--- src/rtl/core/mdfs_pkg.sv ---
// Shared types and constants of the maze depth-first search core.
package mdfs_pkg;

    // Coordinate width inside the core: in-use bounds reach 15.
    localparam int CRD_W      = 4;
    localparam int MAX_IN_USE = 15;

    // Width of a coordinate on the ports and of each coordinate of a load address.
    localparam int PORT_CRD_W = 3;

    // Wall store: addressed by a 3-bit row and a 3-bit column.
    localparam int WALL_AW    = 2 * PORT_CRD_W;
    localparam int WALL_CELLS = 1 << WALL_AW;

    // Results per search at most.
    localparam int MAX_OUT = 64;

    // Default grid size.
    localparam int GRID_ROWS_DEF = 8;
    localparam int GRID_COLS_DEF = 8;

    // Configuration data and index widths.
    localparam int CFG_DW = 4;
    localparam int CFG_IW = 2;

    // Request kinds on tuser.
    localparam logic FUNC_LOAD   = 1'b0;
    localparam logic FUNC_SEARCH = 1'b1;

    // Direction codes, tried in this order; DIR_DONE means all four were tried.
    localparam int DIR_W = 3;
    localparam logic [DIR_W-1:0] DIR_EAST  = 3'd0;
    localparam logic [DIR_W-1:0] DIR_SOUTH = 3'd1;
    localparam logic [DIR_W-1:0] DIR_WEST  = 3'd2;
    localparam logic [DIR_W-1:0] DIR_NORTH = 3'd3;
    localparam logic [DIR_W-1:0] DIR_DONE  = 3'd4;

    // Configuration register indexes.
    typedef enum logic [CFG_IW-1:0] {
        REG_ROWS_IN_USE = 2'd0,
        REG_COLS_IN_USE = 2'd1,
        REG_EXIT_ROW    = 2'd2,
        REG_EXIT_COL    = 2'd3
    } cfg_reg_t;

    // One stack frame: a cell and the next direction to try there.
    typedef struct packed {
        logic [CRD_W-1:0] row;
        logic [CRD_W-1:0] col;
        logic [DIR_W-1:0] dir;
    } frame_t;

    typedef enum logic [3:0] {
        ST_IDLE,
        ST_CLEAR,
        ST_PROBE,
        ST_CHECK,
        ST_POP_RD,
        ST_POP_LD,
        ST_EMIT_RD,
        ST_EMIT_TX,
        ST_FAIL
    } state_t;

endpackage

--- src/rtl/core/maze_dfs_path_finder_core.sv ---
// Maze depth-first search core: wall store, visited map, frame stack and result output.
// Load request: no result. Search request: a clearing pass over all VIS_CELLS visited-map
// entries (64 at 8 by 8), then per direction a probe only if outside the area or onto the
// exit, else a probe and a check (synchronous read, decision); a backtrack is a spent check, a pop and a load.
// Results: read, then sent once the output is free; next request once the last is loaded.
// Reset (aresetn low, sync): 8 rows, 8 cols, exit (7,7); walls read open via valid flags.
module maze_dfs_path_finder_core
    import mdfs_pkg::*;
#(
    parameter int GRID_ROWS = GRID_ROWS_DEF,
    parameter int GRID_COLS = GRID_COLS_DEF
) (
    input  logic              aclk,
    input  logic              aresetn,
    // request channel
    input  logic              s_tvalid,
    output logic              s_tready,
    input  logic [7:0]        s_tdata,   // [2:0] cell_row, [5:3] cell_col, [6] wall, [7] zero
    input  logic              s_tuser,   // [0] func
    // result channel
    output logic              m_tvalid,
    input  logic              m_tready,
    output logic [7:0]        m_tdata,   // [2:0] path_row, [5:3] path_col, [7:6] zero
    output logic              m_tuser,   // [0] found
    output logic              m_tlast,   // last result of a search
    // configuration write channel
    input  logic              cfg_valid,
    output logic              cfg_ready,
    input  logic [CFG_IW-1:0] cfg_index,
    input  logic [CFG_DW-1:0] cfg_data
);

    // The search can only ever walk the in-use area, which the 4-bit bounds cap at 15.
    localparam int VIS_ROWS  = (GRID_ROWS < MAX_IN_USE) ? GRID_ROWS : MAX_IN_USE;
    localparam int VIS_COLS  = (GRID_COLS < MAX_IN_USE) ? GRID_COLS : MAX_IN_USE;
    localparam int VIS_CELLS = VIS_ROWS * VIS_COLS;
    localparam int AW        = $clog2(VIS_CELLS);
    localparam int SPW       = $clog2(VIS_CELLS + 1);
    localparam int KW        = SPW + 1;

    localparam logic [CRD_W-1:0] VIS_ROWS_C = CRD_W'(VIS_ROWS);
    localparam logic [CRD_W-1:0] VIS_COLS_C = CRD_W'(VIS_COLS);

    // ------------------------------------------------------------------
    // Configuration registers
    // ------------------------------------------------------------------
    logic [CFG_DW-1:0]     rows_cfg_reg;
    logic [CFG_DW-1:0]     cols_cfg_reg;
    logic [PORT_CRD_W-1:0] exit_row_reg;
    logic [PORT_CRD_W-1:0] exit_col_reg;

    assign cfg_ready = 1'b1;

    always_ff @(posedge aclk) begin
        if (!aresetn) begin
            rows_cfg_reg <= CFG_DW'(8);
            cols_cfg_reg <= CFG_DW'(8);
            exit_row_reg <= PORT_CRD_W'(7);
            exit_col_reg <= PORT_CRD_W'(7);
        end else if (cfg_valid && cfg_ready) begin
            case (cfg_index)
                REG_ROWS_IN_USE: rows_cfg_reg <= cfg_data;
                REG_COLS_IN_USE: cols_cfg_reg <= cfg_data;
                REG_EXIT_ROW:    exit_row_reg <= cfg_data[PORT_CRD_W-1:0];
                REG_EXIT_COL:    exit_col_reg <= cfg_data[PORT_CRD_W-1:0];
                default: ;
            endcase
        end
    end

    // ------------------------------------------------------------------
    // Request fields
    // ------------------------------------------------------------------
    logic [PORT_CRD_W-1:0] ld_row;
    logic [PORT_CRD_W-1:0] ld_col;
    logic                  ld_wall;
    logic                  req_take;
    logic                  load_take;
    logic                  search_take;

    assign ld_row      = s_tdata[2:0];
    assign ld_col      = s_tdata[5:3];
    assign ld_wall     = s_tdata[6];
    assign req_take    = s_tvalid && s_tready;
    assign load_take   = req_take && (s_tuser == FUNC_LOAD);
    assign search_take = req_take && (s_tuser == FUNC_SEARCH);

    // ------------------------------------------------------------------
    // State and datapath registers
    // ------------------------------------------------------------------
    state_t state_reg, state_next;

    logic [CRD_W-1:0] cur_row_reg, cur_row_next;
    logic [CRD_W-1:0] cur_col_reg, cur_col_next;
    logic [DIR_W-1:0] dir_reg, dir_next;
    logic [SPW-1:0]   sp_reg, sp_next;
    logic [CRD_W-1:0] nb_row_reg, nb_row_next;
    logic [CRD_W-1:0] nb_col_reg, nb_col_next;
    logic [AW-1:0]    nb_idx_reg, nb_idx_next;
    logic [CRD_W-1:0] lim_rows_reg, lim_rows_next;
    logic [CRD_W-1:0] lim_cols_reg, lim_cols_next;
    logic [KW-1:0]    k_reg, k_next;
    logic [KW-1:0]    total_reg, total_next;

    logic                  m_valid_reg, m_valid_next;
    logic [PORT_CRD_W-1:0] out_row_reg, out_row_next;
    logic [PORT_CRD_W-1:0] out_col_reg, out_col_next;
    logic                  out_found_reg, out_found_next;
    logic                  out_last_reg, out_last_next;

    // ------------------------------------------------------------------
    // Wall store: one bit per cell plus a valid flag that reset clears,
    // so a cell never loaded reads open.
    // ------------------------------------------------------------------
    logic                     wall_mem [WALL_CELLS];
    logic [WALL_CELLS-1:0]    wall_ok_reg;
    logic [WALL_AW-1:0]       wall_waddr;
    logic [WALL_AW-1:0]       wall_raddr;
    logic                     wall_we;
    logic                     wall_rd_reg;
    logic                     wall_ok_rd_reg;
    logic                     in8_reg;

    assign wall_waddr = {ld_row, ld_col};
    assign wall_we    = load_take && (32'(ld_row) < GRID_ROWS) && (32'(ld_col) < GRID_COLS);

    always_ff @(posedge aclk) begin
        if (wall_we) begin
            wall_mem[wall_waddr] <= ld_wall;
        end
        wall_rd_reg <= wall_mem[wall_raddr];
    end

    always_ff @(posedge aclk) begin
        if (!aresetn) begin
            wall_ok_reg <= '0;
        end else if (wall_we) begin
            wall_ok_reg[wall_waddr] <= 1'b1;
        end
    end

    // ------------------------------------------------------------------
    // Visited map: synchronous memory over the reachable area, wiped by a
    // pass over every entry at search start; the pass marks the start cell.
    // ------------------------------------------------------------------
    logic          vis_mem [VIS_CELLS];
    logic          vis_rd_reg;
    logic          visit_clear;
    logic          visit_set;
    logic          vis_we;
    logic [AW-1:0] vis_waddr;
    logic          vis_wdata;

    assign vis_we    = visit_clear || visit_set;
    assign vis_waddr = visit_clear ? k_reg[AW-1:0] : nb_idx_reg;
    assign vis_wdata = visit_clear ? (k_reg == '0) : 1'b1;

    always_ff @(posedge aclk) begin
        if (vis_we) begin
            vis_mem[vis_waddr] <= vis_wdata;
        end
    end

    // ------------------------------------------------------------------
    // Frame stack: synchronous memory, one write and one read port.
    // ------------------------------------------------------------------
    frame_t        stack_mem [VIS_CELLS];
    frame_t        stack_rd_reg;
    frame_t        stack_wdata;
    logic          stack_we;
    logic [AW-1:0] stack_raddr;
    logic [SPW-1:0] sp_dec;

    assign sp_dec      = sp_reg - SPW'(1);
    assign stack_wdata = '{row: cur_row_reg, col: cur_col_reg, dir: dir_reg + DIR_W'(1)};

    always_ff @(posedge aclk) begin
        if (stack_we) begin
            stack_mem[sp_reg[AW-1:0]] <= stack_wdata;
        end
        stack_rd_reg <= stack_mem[stack_raddr];
    end

    // ------------------------------------------------------------------
    // Neighbor under test: position, exit hit, in-use bounds
    // ------------------------------------------------------------------
    logic [CRD_W-1:0] nb_row;
    logic [CRD_W-1:0] nb_col;
    logic             nb_exists;
    logic             exit_hit;
    logic             in_area;
    logic [AW-1:0]    nb_idx;
    logic             wall_hit;
    logic             blocked;
    logic             out_free;
    logic             emit_last;
    logic             emit_from_stack;
    logic             emit_cur;
    logic [KW-1:0]    path_total;

    always_comb begin
        nb_row    = cur_row_reg;
        nb_col    = cur_col_reg;
        nb_exists = 1'b1;
        case (dir_reg)
            DIR_EAST:  nb_col = cur_col_reg + CRD_W'(1);
            DIR_SOUTH: nb_row = cur_row_reg + CRD_W'(1);
            DIR_WEST: begin
                nb_col    = cur_col_reg - CRD_W'(1);
                nb_exists = (cur_col_reg != '0);
            end
            DIR_NORTH: begin
                nb_row    = cur_row_reg - CRD_W'(1);
                nb_exists = (cur_row_reg != '0);
            end
            default: nb_exists = 1'b0;
        endcase
    end

    // The exit is taken as soon as it is a neighbor, wall and bounds aside.
    assign exit_hit = nb_exists && (nb_row == {1'b0, exit_row_reg}) &&
                      (nb_col == {1'b0, exit_col_reg});
    assign in_area  = nb_exists && (nb_row < lim_rows_reg) && (nb_col < lim_cols_reg);
    assign nb_idx   = AW'(32'(nb_row) * VIS_COLS + 32'(nb_col));

    // Only the low 8 by 8 corner can hold loaded walls.
    assign wall_raddr = {nb_row[PORT_CRD_W-1:0], nb_col[PORT_CRD_W-1:0]};

    always_ff @(posedge aclk) begin
        wall_ok_rd_reg <= wall_ok_reg[wall_raddr];
        in8_reg        <= !nb_row[CRD_W-1] && !nb_col[CRD_W-1];
        vis_rd_reg     <= vis_mem[nb_idx];
    end

    assign wall_hit = wall_ok_rd_reg && wall_rd_reg && in8_reg;
    assign blocked  = wall_hit || vis_rd_reg;

    // Output register is free when empty or being drained this cycle.
    assign out_free        = !m_valid_reg || m_tready;
    assign emit_last       = (k_reg == total_reg - KW'(1));
    assign emit_from_stack = (k_reg < KW'(sp_reg));
    assign emit_cur        = (k_reg == KW'(sp_reg));

    // Path length: stack, then the cell the exit was seen from, then the exit; capped.
    always_comb begin
        path_total = KW'(sp_reg) + KW'(2);
        if (32'(path_total) > MAX_OUT) begin
            path_total = KW'(MAX_OUT);
        end
    end

    // ------------------------------------------------------------------
    // Next state
    // ------------------------------------------------------------------
    always_comb begin
        state_next = state_reg;
        case (state_reg)
            ST_IDLE: begin
                if (search_take) begin
                    state_next = ST_CLEAR;
                end
            end
            ST_CLEAR: begin
                if (k_reg == KW'(VIS_CELLS - 1)) begin
                    state_next = ST_PROBE;
                end
            end
            ST_PROBE: begin
                if (dir_reg == DIR_DONE) begin
                    // all directions spent: backtrack, or give up on an empty stack
                    state_next = (sp_reg == '0) ? ST_FAIL : ST_POP_RD;
                end else if (exit_hit) begin
                    state_next = ST_EMIT_RD;
                end else if (in_area) begin
                    state_next = ST_CHECK;
                end
            end
            ST_CHECK:   state_next = ST_PROBE;
            ST_POP_RD:  state_next = ST_POP_LD;
            ST_POP_LD:  state_next = ST_PROBE;
            ST_EMIT_RD: state_next = ST_EMIT_TX;
            ST_EMIT_TX: begin
                if (out_free) begin
                    state_next = emit_last ? ST_IDLE : ST_EMIT_RD;
                end
            end
            ST_FAIL: begin
                if (out_free) begin
                    state_next = ST_IDLE;
                end
            end
            default: state_next = ST_IDLE;
        endcase
    end

    // ------------------------------------------------------------------
    // Datapath controls and next values
    // ------------------------------------------------------------------
    always_comb begin
        cur_row_next   = cur_row_reg;
        cur_col_next   = cur_col_reg;
        dir_next       = dir_reg;
        sp_next        = sp_reg;
        nb_row_next    = nb_row_reg;
        nb_col_next    = nb_col_reg;
        nb_idx_next    = nb_idx_reg;
        lim_rows_next  = lim_rows_reg;
        lim_cols_next  = lim_cols_reg;
        k_next         = k_reg;
        total_next     = total_reg;
        out_row_next   = out_row_reg;
        out_col_next   = out_col_reg;
        out_found_next = out_found_reg;
        out_last_next  = out_last_reg;
        m_valid_next   = m_valid_reg && !m_tready;
        visit_clear    = 1'b0;
        visit_set      = 1'b0;
        stack_we       = 1'b0;
        stack_raddr    = k_reg[AW-1:0];

        case (state_reg)
            ST_IDLE: begin
                if (search_take) begin
                    // start from (0,0) with its frame already popped
                    cur_row_next  = '0;
                    cur_col_next  = '0;
                    dir_next      = DIR_EAST;
                    sp_next       = '0;
                    k_next        = '0;
                    // saturate the in-use bounds to 1..grid size, at most 15
                    lim_rows_next = (rows_cfg_reg == '0) ? CRD_W'(1) :
                                    (rows_cfg_reg > VIS_ROWS_C) ? VIS_ROWS_C : rows_cfg_reg;
                    lim_cols_next = (cols_cfg_reg == '0) ? CRD_W'(1) :
                                    (cols_cfg_reg > VIS_COLS_C) ? VIS_COLS_C : cols_cfg_reg;
                end
            end
            ST_CLEAR: begin
                // wipe one visited entry per cycle, advance the address
                visit_clear = 1'b1;
                k_next      = k_reg + KW'(1);
            end
            ST_PROBE: begin
                nb_row_next = nb_row;
                nb_col_next = nb_col;
                nb_idx_next = nb_idx;
                if (dir_reg != DIR_DONE) begin
                    if (exit_hit) begin
                        k_next     = '0;
                        total_next = path_total;
                    end else if (!in_area) begin
                        dir_next = dir_reg + DIR_W'(1);
                    end
                end
            end
            ST_CHECK: begin
                if (blocked) begin
                    dir_next = dir_reg + DIR_W'(1);
                end else begin
                    // descend: push the cell left behind with its next direction
                    stack_we     = 1'b1;
                    sp_next      = sp_reg + SPW'(1);
                    visit_set    = 1'b1;
                    cur_row_next = nb_row_reg;
                    cur_col_next = nb_col_reg;
                    dir_next     = DIR_EAST;
                end
            end
            ST_POP_RD: begin
                stack_raddr = sp_dec[AW-1:0];
                sp_next     = sp_dec;
            end
            ST_POP_LD: begin
                cur_row_next = stack_rd_reg.row;
                cur_col_next = stack_rd_reg.col;
                dir_next     = stack_rd_reg.dir;
            end
            ST_EMIT_RD: begin
                stack_raddr = k_reg[AW-1:0];
            end
            ST_EMIT_TX: begin
                if (out_free) begin
                    m_valid_next   = 1'b1;
                    out_found_next = 1'b1;
                    out_last_next  = emit_last;
                    if (emit_from_stack) begin
                        out_row_next = stack_rd_reg.row[PORT_CRD_W-1:0];
                        out_col_next = stack_rd_reg.col[PORT_CRD_W-1:0];
                    end else if (emit_cur) begin
                        out_row_next = cur_row_reg[PORT_CRD_W-1:0];
                        out_col_next = cur_col_reg[PORT_CRD_W-1:0];
                    end else begin
                        out_row_next = exit_row_reg;
                        out_col_next = exit_col_reg;
                    end
                    k_next = k_reg + KW'(1);
                end
            end
            ST_FAIL: begin
                if (out_free) begin
                    m_valid_next   = 1'b1;
                    out_row_next   = '0;
                    out_col_next   = '0;
                    out_found_next = 1'b0;
                    out_last_next  = 1'b1;
                    cur_row_next   = '0;
                    cur_col_next   = '0;
                    dir_next       = DIR_EAST;
                end
            end
            default: ;
        endcase
    end

    // ------------------------------------------------------------------
    // Registers
    // ------------------------------------------------------------------
    always_ff @(posedge aclk) begin
        if (!aresetn) begin
            state_reg   <= ST_IDLE;
            cur_row_reg <= '0;
            cur_col_reg <= '0;
            dir_reg     <= DIR_EAST;
            sp_reg      <= '0;
            k_reg       <= '0;
            total_reg   <= '0;
            m_valid_reg <= 1'b0;
        end else begin
            state_reg   <= state_next;
            cur_row_reg <= cur_row_next;
            cur_col_reg <= cur_col_next;
            dir_reg     <= dir_next;
            sp_reg      <= sp_next;
            k_reg       <= k_next;
            total_reg   <= total_next;
            m_valid_reg <= m_valid_next;
        end
    end

    // payload registers: no reset
    always_ff @(posedge aclk) begin
        nb_row_reg    <= nb_row_next;
        nb_col_reg    <= nb_col_next;
        nb_idx_reg    <= nb_idx_next;
        lim_rows_reg  <= lim_rows_next;
        lim_cols_reg  <= lim_cols_next;
        out_row_reg   <= out_row_next;
        out_col_reg   <= out_col_next;
        out_found_reg <= out_found_next;
        out_last_reg  <= out_last_next;
    end

    // ------------------------------------------------------------------
    // Ports
    // ------------------------------------------------------------------
    // take requests only between searches
    assign s_tready = (state_reg == ST_IDLE);

    assign m_tvalid = m_valid_reg;
    assign m_tdata  = {2'b00, out_col_reg, out_row_reg};
    assign m_tuser  = out_found_reg;
    assign m_tlast  = out_last_reg;

endmodule

--- config.mk ---
export PLATFORM = sky130hd
export DESIGN_NAME = maze_dfs_path_finder_core
export DESIGN_NICKNAME = d
export VERILOG_FILES = /design/src/rtl/core/mdfs_pkg.sv /design/src/rtl/core/maze_dfs_path_finder_core.sv
export SDC_FILE = /design/constraint.sdc
export NUM_CORES = 2
export LEC_CHECK = 0
export BUFFER_PORTS_ARGS = -buffer_cell sky130_fd_sc_hd__buf_2
export CORE_AREA = 5 5 435 330
export DETAILED_ROUTE_END_ITERATION = 10
export DIE_AREA = 0 0 440 335
export GPL_TIMING_DRIVEN = 0
export PLACE_DENSITY_LB_ADDON = 0.2
export SETUP_SLACK_MARGIN = 0.02
export SYNTH_ARGS = -nofsm -noshare
export SYNTH_HDL_FRONTEND = slang
export SYNTH_SLANG_ARGS = --single-unit
--- constraint.sdc ---
create_clock -name aclk -period 5.7 [get_ports aclk]
set_clock_uncertainty 0.1 [all_clocks]
set_input_delay 1.14 -clock aclk [delete_from_list [all_inputs] [get_ports aclk]]
set_output_delay 1.14 -clock aclk [all_outputs]
set_load 0.02 [all_outputs]
After elaboration in Yosys (flattened, before gate mapping)
Memory sizes are Yosys's and may differ from the RTL's. A register that Yosys moved wholly into a read port is not among the register bits.
Cells that the tools add are included.

cells by class
  eq/ne operators = 31
  $lt $le $gt $ge = 9
  reductions and logical operators = 50
  add/sub/neg operators = 11
  bitwise logic cells = 2
  muxes and demuxes = 67

operator list
  cell                                                        number
  OR 64 bit                                                   1
  2-to-1 mux 4 bit                                            13
  2-to-1 mux 8 bit                                            5
  2-to-1 mux 3 bit                                            13
  one-hot mux 4 bit (4 select lines)                          2
  one-hot mux 4 bit (8 select lines)                          1
  one-hot mux 8 bit (4 select lines)                          1
  one-hot mux 7 bit (3 select lines)                          1
  2-to-1 mux 1 bit                                            17
  == test 4 x 3 -> 1 bit, second input constant               4
  inequality test 2 bit, second input constant                8
  one-hot mux 4 bit (2 select lines)                          2
  nonzero test 4 bit                                          4
  one-hot mux 3 bit (5 select lines)                          1
  less-than comparator 6 x 7 -> 1 bit, second input constant  2
  2-to-1 mux 7 bit                                            2
  logical AND 1 bit                                           12
  logical NOT 4 bit                                           3
  2-to-1 mux 6 bit                                            2
  one-hot mux 3 bit (2 select lines)                          2
  AND reduction 2 bit                                         5
  AND reduction 5 bit                                         2
  OR reduction 2 bit                                          5
  AND reduction 3 bit                                         3
  45 further kinds                                            59

storage, ports and cells
  bits in writable memories = 832
  register bits = 149
  memories = 3
  input bits = 20
  word-level logic and storage cells = 199

memory list
  memory     words  bits a word  read ports  clocked after Yosys merged registers in  write ports  line                              source
  stack_mem  64     11           1           1                                        1            maze_dfs_path_finder_core.sv:167  frame_t stack_mem [VIS_CELLS];
  vis_mem    64     1            1           1                                        1            maze_dfs_path_finder_core.sv:146  logic vis_mem [VIS_CELLS];
  wall_mem   64     1            1           1                                        1            maze_dfs_path_finder_core.sv:115  logic wall_mem [WALL_CELLS];

Depth between registers and ports, before layout
  word-level depth = 9
  gate-level depth with buffers = 20
  gate-level depth less buffers = 18

Worst setup path before layout
OpenSTA, ideal clock, no wires.

  path kind = reg-to-reg
  from = reg cur_col_reg[1]
  to = reg state_reg[0]
  stages on the path, launching flop included = 19
  clock period less this slack = 5.578 ns
  setup slack = 0.122 ns
  data arrival time = 5.404 ns
  buffers on the path = 4
  cell sequence = dfxtp_1 -> buf_1 -> buf_1 -> xnor2_1 -> ha_1 -> or3b_1 -> a21oi_1 -> xnor2_1 -> inv_2 -> buf_2 -> buf_2 -> ha_1 -> a21oi_1 -> o22ai_1 -> or4_1 -> a211oi_1 -> a31oi_1 -> or4b_1 -> o21ai_0

between the ends
  longest elaborated chain between the ends = 7

ends and longest elaborated chain
  item                                                                                line                                                                source
  start, declared                                                                     maze_dfs_path_finder_core.sv:94                                     logic [CRD_W-1:0] cur_col_reg, cur_col_next;
  start signal, assigned                                                              maze_dfs_path_finder_core.sv:430                                    cur_col_reg <= cur_col_next;
  subtractor 4 x 1 -> 4 bit or adder 4 x 1 -> 4 bit (tied branches)                   maze_dfs_path_finder_core.sv:209, maze_dfs_path_finder_core.sv:206
  one-hot mux 4 bit (2 select lines) *                                                maze_dfs_path_finder_core.sv:205                                    case (dir_reg)
  net nb_col[2]                                                                       maze_dfs_path_finder_core.sv:188                                    logic [CRD_W-1:0] nb_col;
  parallel branches: the longest is 5 deep, another holds less-than comparator 4 bit  -
  end signal, assigned                                                                maze_dfs_path_finder_core.sv:428                                    state_reg <= state_next;
  end, declared                                                                       maze_dfs_path_finder_core.sv:91                                     state_t state_reg, state_next;

Mark *: on every way through the listed nets, which the timed path passes.
A chain may end at the register's enable or synchronous reset.

Worst setup path in the final report
  from = reg dir_reg[2]
  to = reg vis_rd_reg, read port of vis_mem

between the ends
  longest elaborated chain between the ends = 3

ends and longest elaborated chain
  item                                                              line                              source
  start, declared                                                   maze_dfs_path_finder_core.sv:95   logic [DIR_W-1:0] dir_reg, dir_next;
  start signal, assigned                                            maze_dfs_path_finder_core.sv:431  dir_reg <= dir_next;
  == test 3 x 2 -> 1 bit or == test 3 x 1 -> 1 bit (tied branches)  maze_dfs_path_finder_core.sv:205
  one-hot mux 4 bit (2 select lines) *                              maze_dfs_path_finder_core.sv:205
  net nb_row[0]                                                     maze_dfs_path_finder_core.sv:187  logic [CRD_W-1:0] nb_row;
  adder 6 x 4 -> 6 bit *                                            maze_dfs_path_finder_core.sv:224  assign nb_idx = AW'(32'(nb_row) * VIS_COLS + 32'(nb_col));
  net nb_idx[5]                                                     maze_dfs_path_finder_core.sv:192  logic [AW-1:0] nb_idx;
  end, declared                                                     maze_dfs_path_finder_core.sv:147  logic vis_rd_reg;

The timed path passes the listed nets; every way through them passes the cells marked *.

==> summary.md <==
| Metric | Value |
|---|---|
| Outcome | complete, no violations |
| Clock sinks | 991 |
| Routed WL | 124000 µm |
| CP arrival | 5.83 ns |
| Num CTS Buffers | 100 |
| Reg-to-reg startpoint | dir_reg[2]$_SDFFE_PN0P_ |
| End of the worst register-to-register path | vis_rd_reg$_DFF_P_ |
| Synth unique cells | 83 |
| Period utilisation layout | 94.7% |
| Peak VDD IR | 0.259 mV |
| WP data required | 6.13 ns |
| Crit path cell chain | clkbuf_1 > inv_1 > ha_1 > clkbuf_1 > nor3_1 > or2_2 > clkbuf_1 > inv_1 > buf_1 > ha_1 > ha_1 > xnor2_1 > a2111oi_0 > nor4bb_2 |
| Vias in the first global route | 24800 |
| CTS root buffer | clkbuf_16 |
| CP endpoint | vis_rd_reg$_DFF_P_ |
| Sequential element share of the synthesized area | 68.8% |
| PD cells | 470 nW/µm² |
| Largest net degree at the start of global routing | 72 |
| Layout area overhead | 14.7% |
| Area occupied by multi-input gates | 12100 µm² |
| Finished Core Util | 34.1% |
| Share of cells above drive strength 1 | 13.4% |
| Crit path buf inv count | 6 |
| Kind of critical path | reg2reg |
| Fillers | 13600 |
| Tmin final | 5.40 ns |
| Mapped cell area | 41300 µm² |
| Rel. slew slack | 9.39% |
| Max FFs per register | 704 |
| Die Wd | 440 µm |
| Via density | 5.15 |
| Min-delay worst type | reg2reg |
| Hold_buf cts | 0 |
| Full die area | 147000 µm² |
| H-Tree Depth | 3 |
| Clock tree from TritonCTS | built |
| Crit start category | register |
| Final nets | 3085 |
| Port Buffers | 25 |
| Async SR Flop Fraction | 0% |
| Yosys warning count | 0 |
| Max Cap Viol | 0 |
| Drt pass-1 iters | 5 |
| Fin. Hold Viols | 0 |
| Drt wl/cell | 24.9 µm |
| Synth top area cells | edfxtp_1, mux4_2, dfxtp_1 |
| R2r setup slk | 0.30 ns |
| Register Area | 28500 µm² |
| RSZ-0062 raised after global routing | false |
| Core area | 139000 µm² |
| I/O Pins | 33 |
| Initial Util | 29.7% |
| Worst slew pin tran | 1.35 ns |
| Yosys top cell by area | edfxtp_1 |
| All-Layer GR Usage | 16.6% |
| Setup crit end kind | register |
| Worst-path fanout max | 11 |
| RePlAce Congestion | 0.872 |
| Final Max Slew Viols | 0 |
| Post-synth EDFFs | 859 |
| HPWL after DPL | 84400 µm |
| Post-route ant nets | 0 |
| Total grt overflow | 0 |
| Critical path depth in cells | 14 |
| Antenna violations before repair | 1 |
| Starting DRC count in detailed routing | 2789 |
| Hold WS | 0.361 ns |
| CTS clock-pin slew for the worst setup and hold paths | 0.06 ns |
| Yosys top cell area share | 62.4% |
| Later-pin clock latency in the skew report | 0.72 ns |
| CP top delay family | buffers and inverters |
| LEAKAGE | 0.0156 µW |
| Die H | 335 µm |
| Worst path slowest cell | xnor2_1 |
| Total negative slack | 0 ns |
| Vias | 25700 |
| First-pass GRT wire length | 180000 µm |
| Cells after synthesis | 2888 |
| Crit path from | dir_reg[2]$_SDFFE_PN0P_ |
| Syn_area_per_cell | 14.3 µm² |
| Max Freq | 185 MHz |
| DRC | 0 |
| # rows | 119 |
| CTS Buffer Depth | 3 |
| Worst Reg-to-Reg Cells | 14 |
| Top_reg_cell synth | edfxtp_1 |
| Setup Viol. Count Final | 0 |
| #FFs+latches synth | 991 |
| Worst path max stage delay | 0.67 ns |
repair_timing:
action | CTS | global route
setup buffers | 1 | 2
endpoints found under the setup margin | 8 | 6
endpoints found under the hold margin | 0 | 0
resized for setup | 12 | 6
cells in the mapped netlist, drive strengths merged, types with 5 or more instances:
master   count
a2111oi      7
a211oi      14
a21boi       7
a21oi       36
a221o       14
a221oi       7
a22o         5
a22oi        8
a311oi       6
a31oi       48
a32oi       40
and2        11
and3        27
buf         64
clkbuf     104
dfxtp      132
edfxtp     859
ha          34
inv         40
mux2        12
mux2i      100
mux4       128
nand2      380
nand2b      12
nand3       94
nand3b      17
nand4       12
nor2       300
nor2b       23
nor3        27
nor3b        7
nor4         9
o2111ai     19
o211ai      11
o21a        52
o21ai       73
o221ai      24
o22ai       33
o311a        6
or2          7
or3          5
xnor2       19
xor2        11
how the worst min path moves through the flow:
stage	start	endpoint	slack [ns]	cells past startpoint
final	wall_ok_reg[0]$_SDFFE_PN0P_	wall_ok_reg[0]$_SDFFE_PN0P_	0.36	1
after global routing	wall_ok_reg[12]$_SDFFE_PN0P_	wall_ok_reg[12]$_SDFFE_PN0P_	0.38	1
after CTS	wall_ok_reg[12]$_SDFFE_PN0P_	wall_ok_reg[12]$_SDFFE_PN0P_	0.36	1
after detailed placement	wall_ok_reg[12]$_SDFFE_PN0P_	wall_ok_reg[12]$_SDFFE_PN0P_	0.35	1
after global placement	wall_ok_reg[12]$_SDFFE_PN0P_	wall_ok_reg[12]$_SDFFE_PN0P_	0.34	1
after floorplan	wall_ok_reg[51]$_SDFFE_PN0P_	wall_ok_reg[51]$_SDFFE_PN0P_	0.33	2
power breakdown:
| group | internal (µW) | switching (µW) |
|---|---|---|
| registers | 8760 | 446 |
| clock network | 3680 | 2920 |
| logic | 2090 | 4390 |
area by class of cell:
class	instances	area share, %
Inverter	42	0.348
Buffer	167	1.58
Sequential cell	991	60.0
Antenna cell	1	0.00528
Tap cell	1875	4.95
Timing Repair Buffer	41	0.818
Clock buffer	138	5.91
Clock inverter	49	0.913
Multi-Input combinational cell	1688	25.5
cells by family (layout without fill, tap and decap cells):
| family | count (synthesis) | in the layout | synth area share, % |
|---|---|---|---|
| AND/OR/NAND/NOR | 944 | 944 | 10.0 |
| other | 2 | 4 | 0.0182 |
| adder cells (fa/ha/maj) | 34 | 34 | 1.03 |
| XOR/XNOR | 31 | 31 | 0.690 |
| buffers and inverters | 210 | 437 | 2.18 |
| multiplexers | 240 | 240 | 9.72 |
| AO/OA/AOI/OAI | 436 | 436 | 7.54 |
| flip-flops | 991 | 991 | 68.8 |
metrics by stage:
stage / power, µW / instance area (µm²) / std cells / setup WS (ns)
final: 22300 / 47400 / 4992 / 0.303
after floorplan: 12900 / 41400 / 2889 / 0.122
after global routing: 23200 / 47400 / 4991 / 0.0255
after CTS: 22400 / 47400 / 4988 / 0.0350
after global placement: 15700 / 43800 / 4789 / -3.14
after detailed placement: 15700 / 44100 / 4801 / -1.43
layer usage:
metal  share of wire (%)  up-vias  wire length, µm  GRT usage [%]
met3                 7.1      150             8830           3.18
met5                   0        -                0              0
met2                  41      882            50400           22.5
li1                    -    11400                -              -
met1                  50    13300            62200           26.7
met4                 2.1        0             2650           4.16
cells in the final DEF, fill, tap and decap left out, types with 65 or more instances in the layout:
cell,instances
mux2i_1,99
clkbuf_1,131
clkbuf_16,104
nand2_1,380
buf_2,65
nor2_1,300
nand3_1,93
mux4_2,128
edfxtp_1,859
o21ai_0,71
dfxtp_1,124
(Power assumes the default switching activity.)
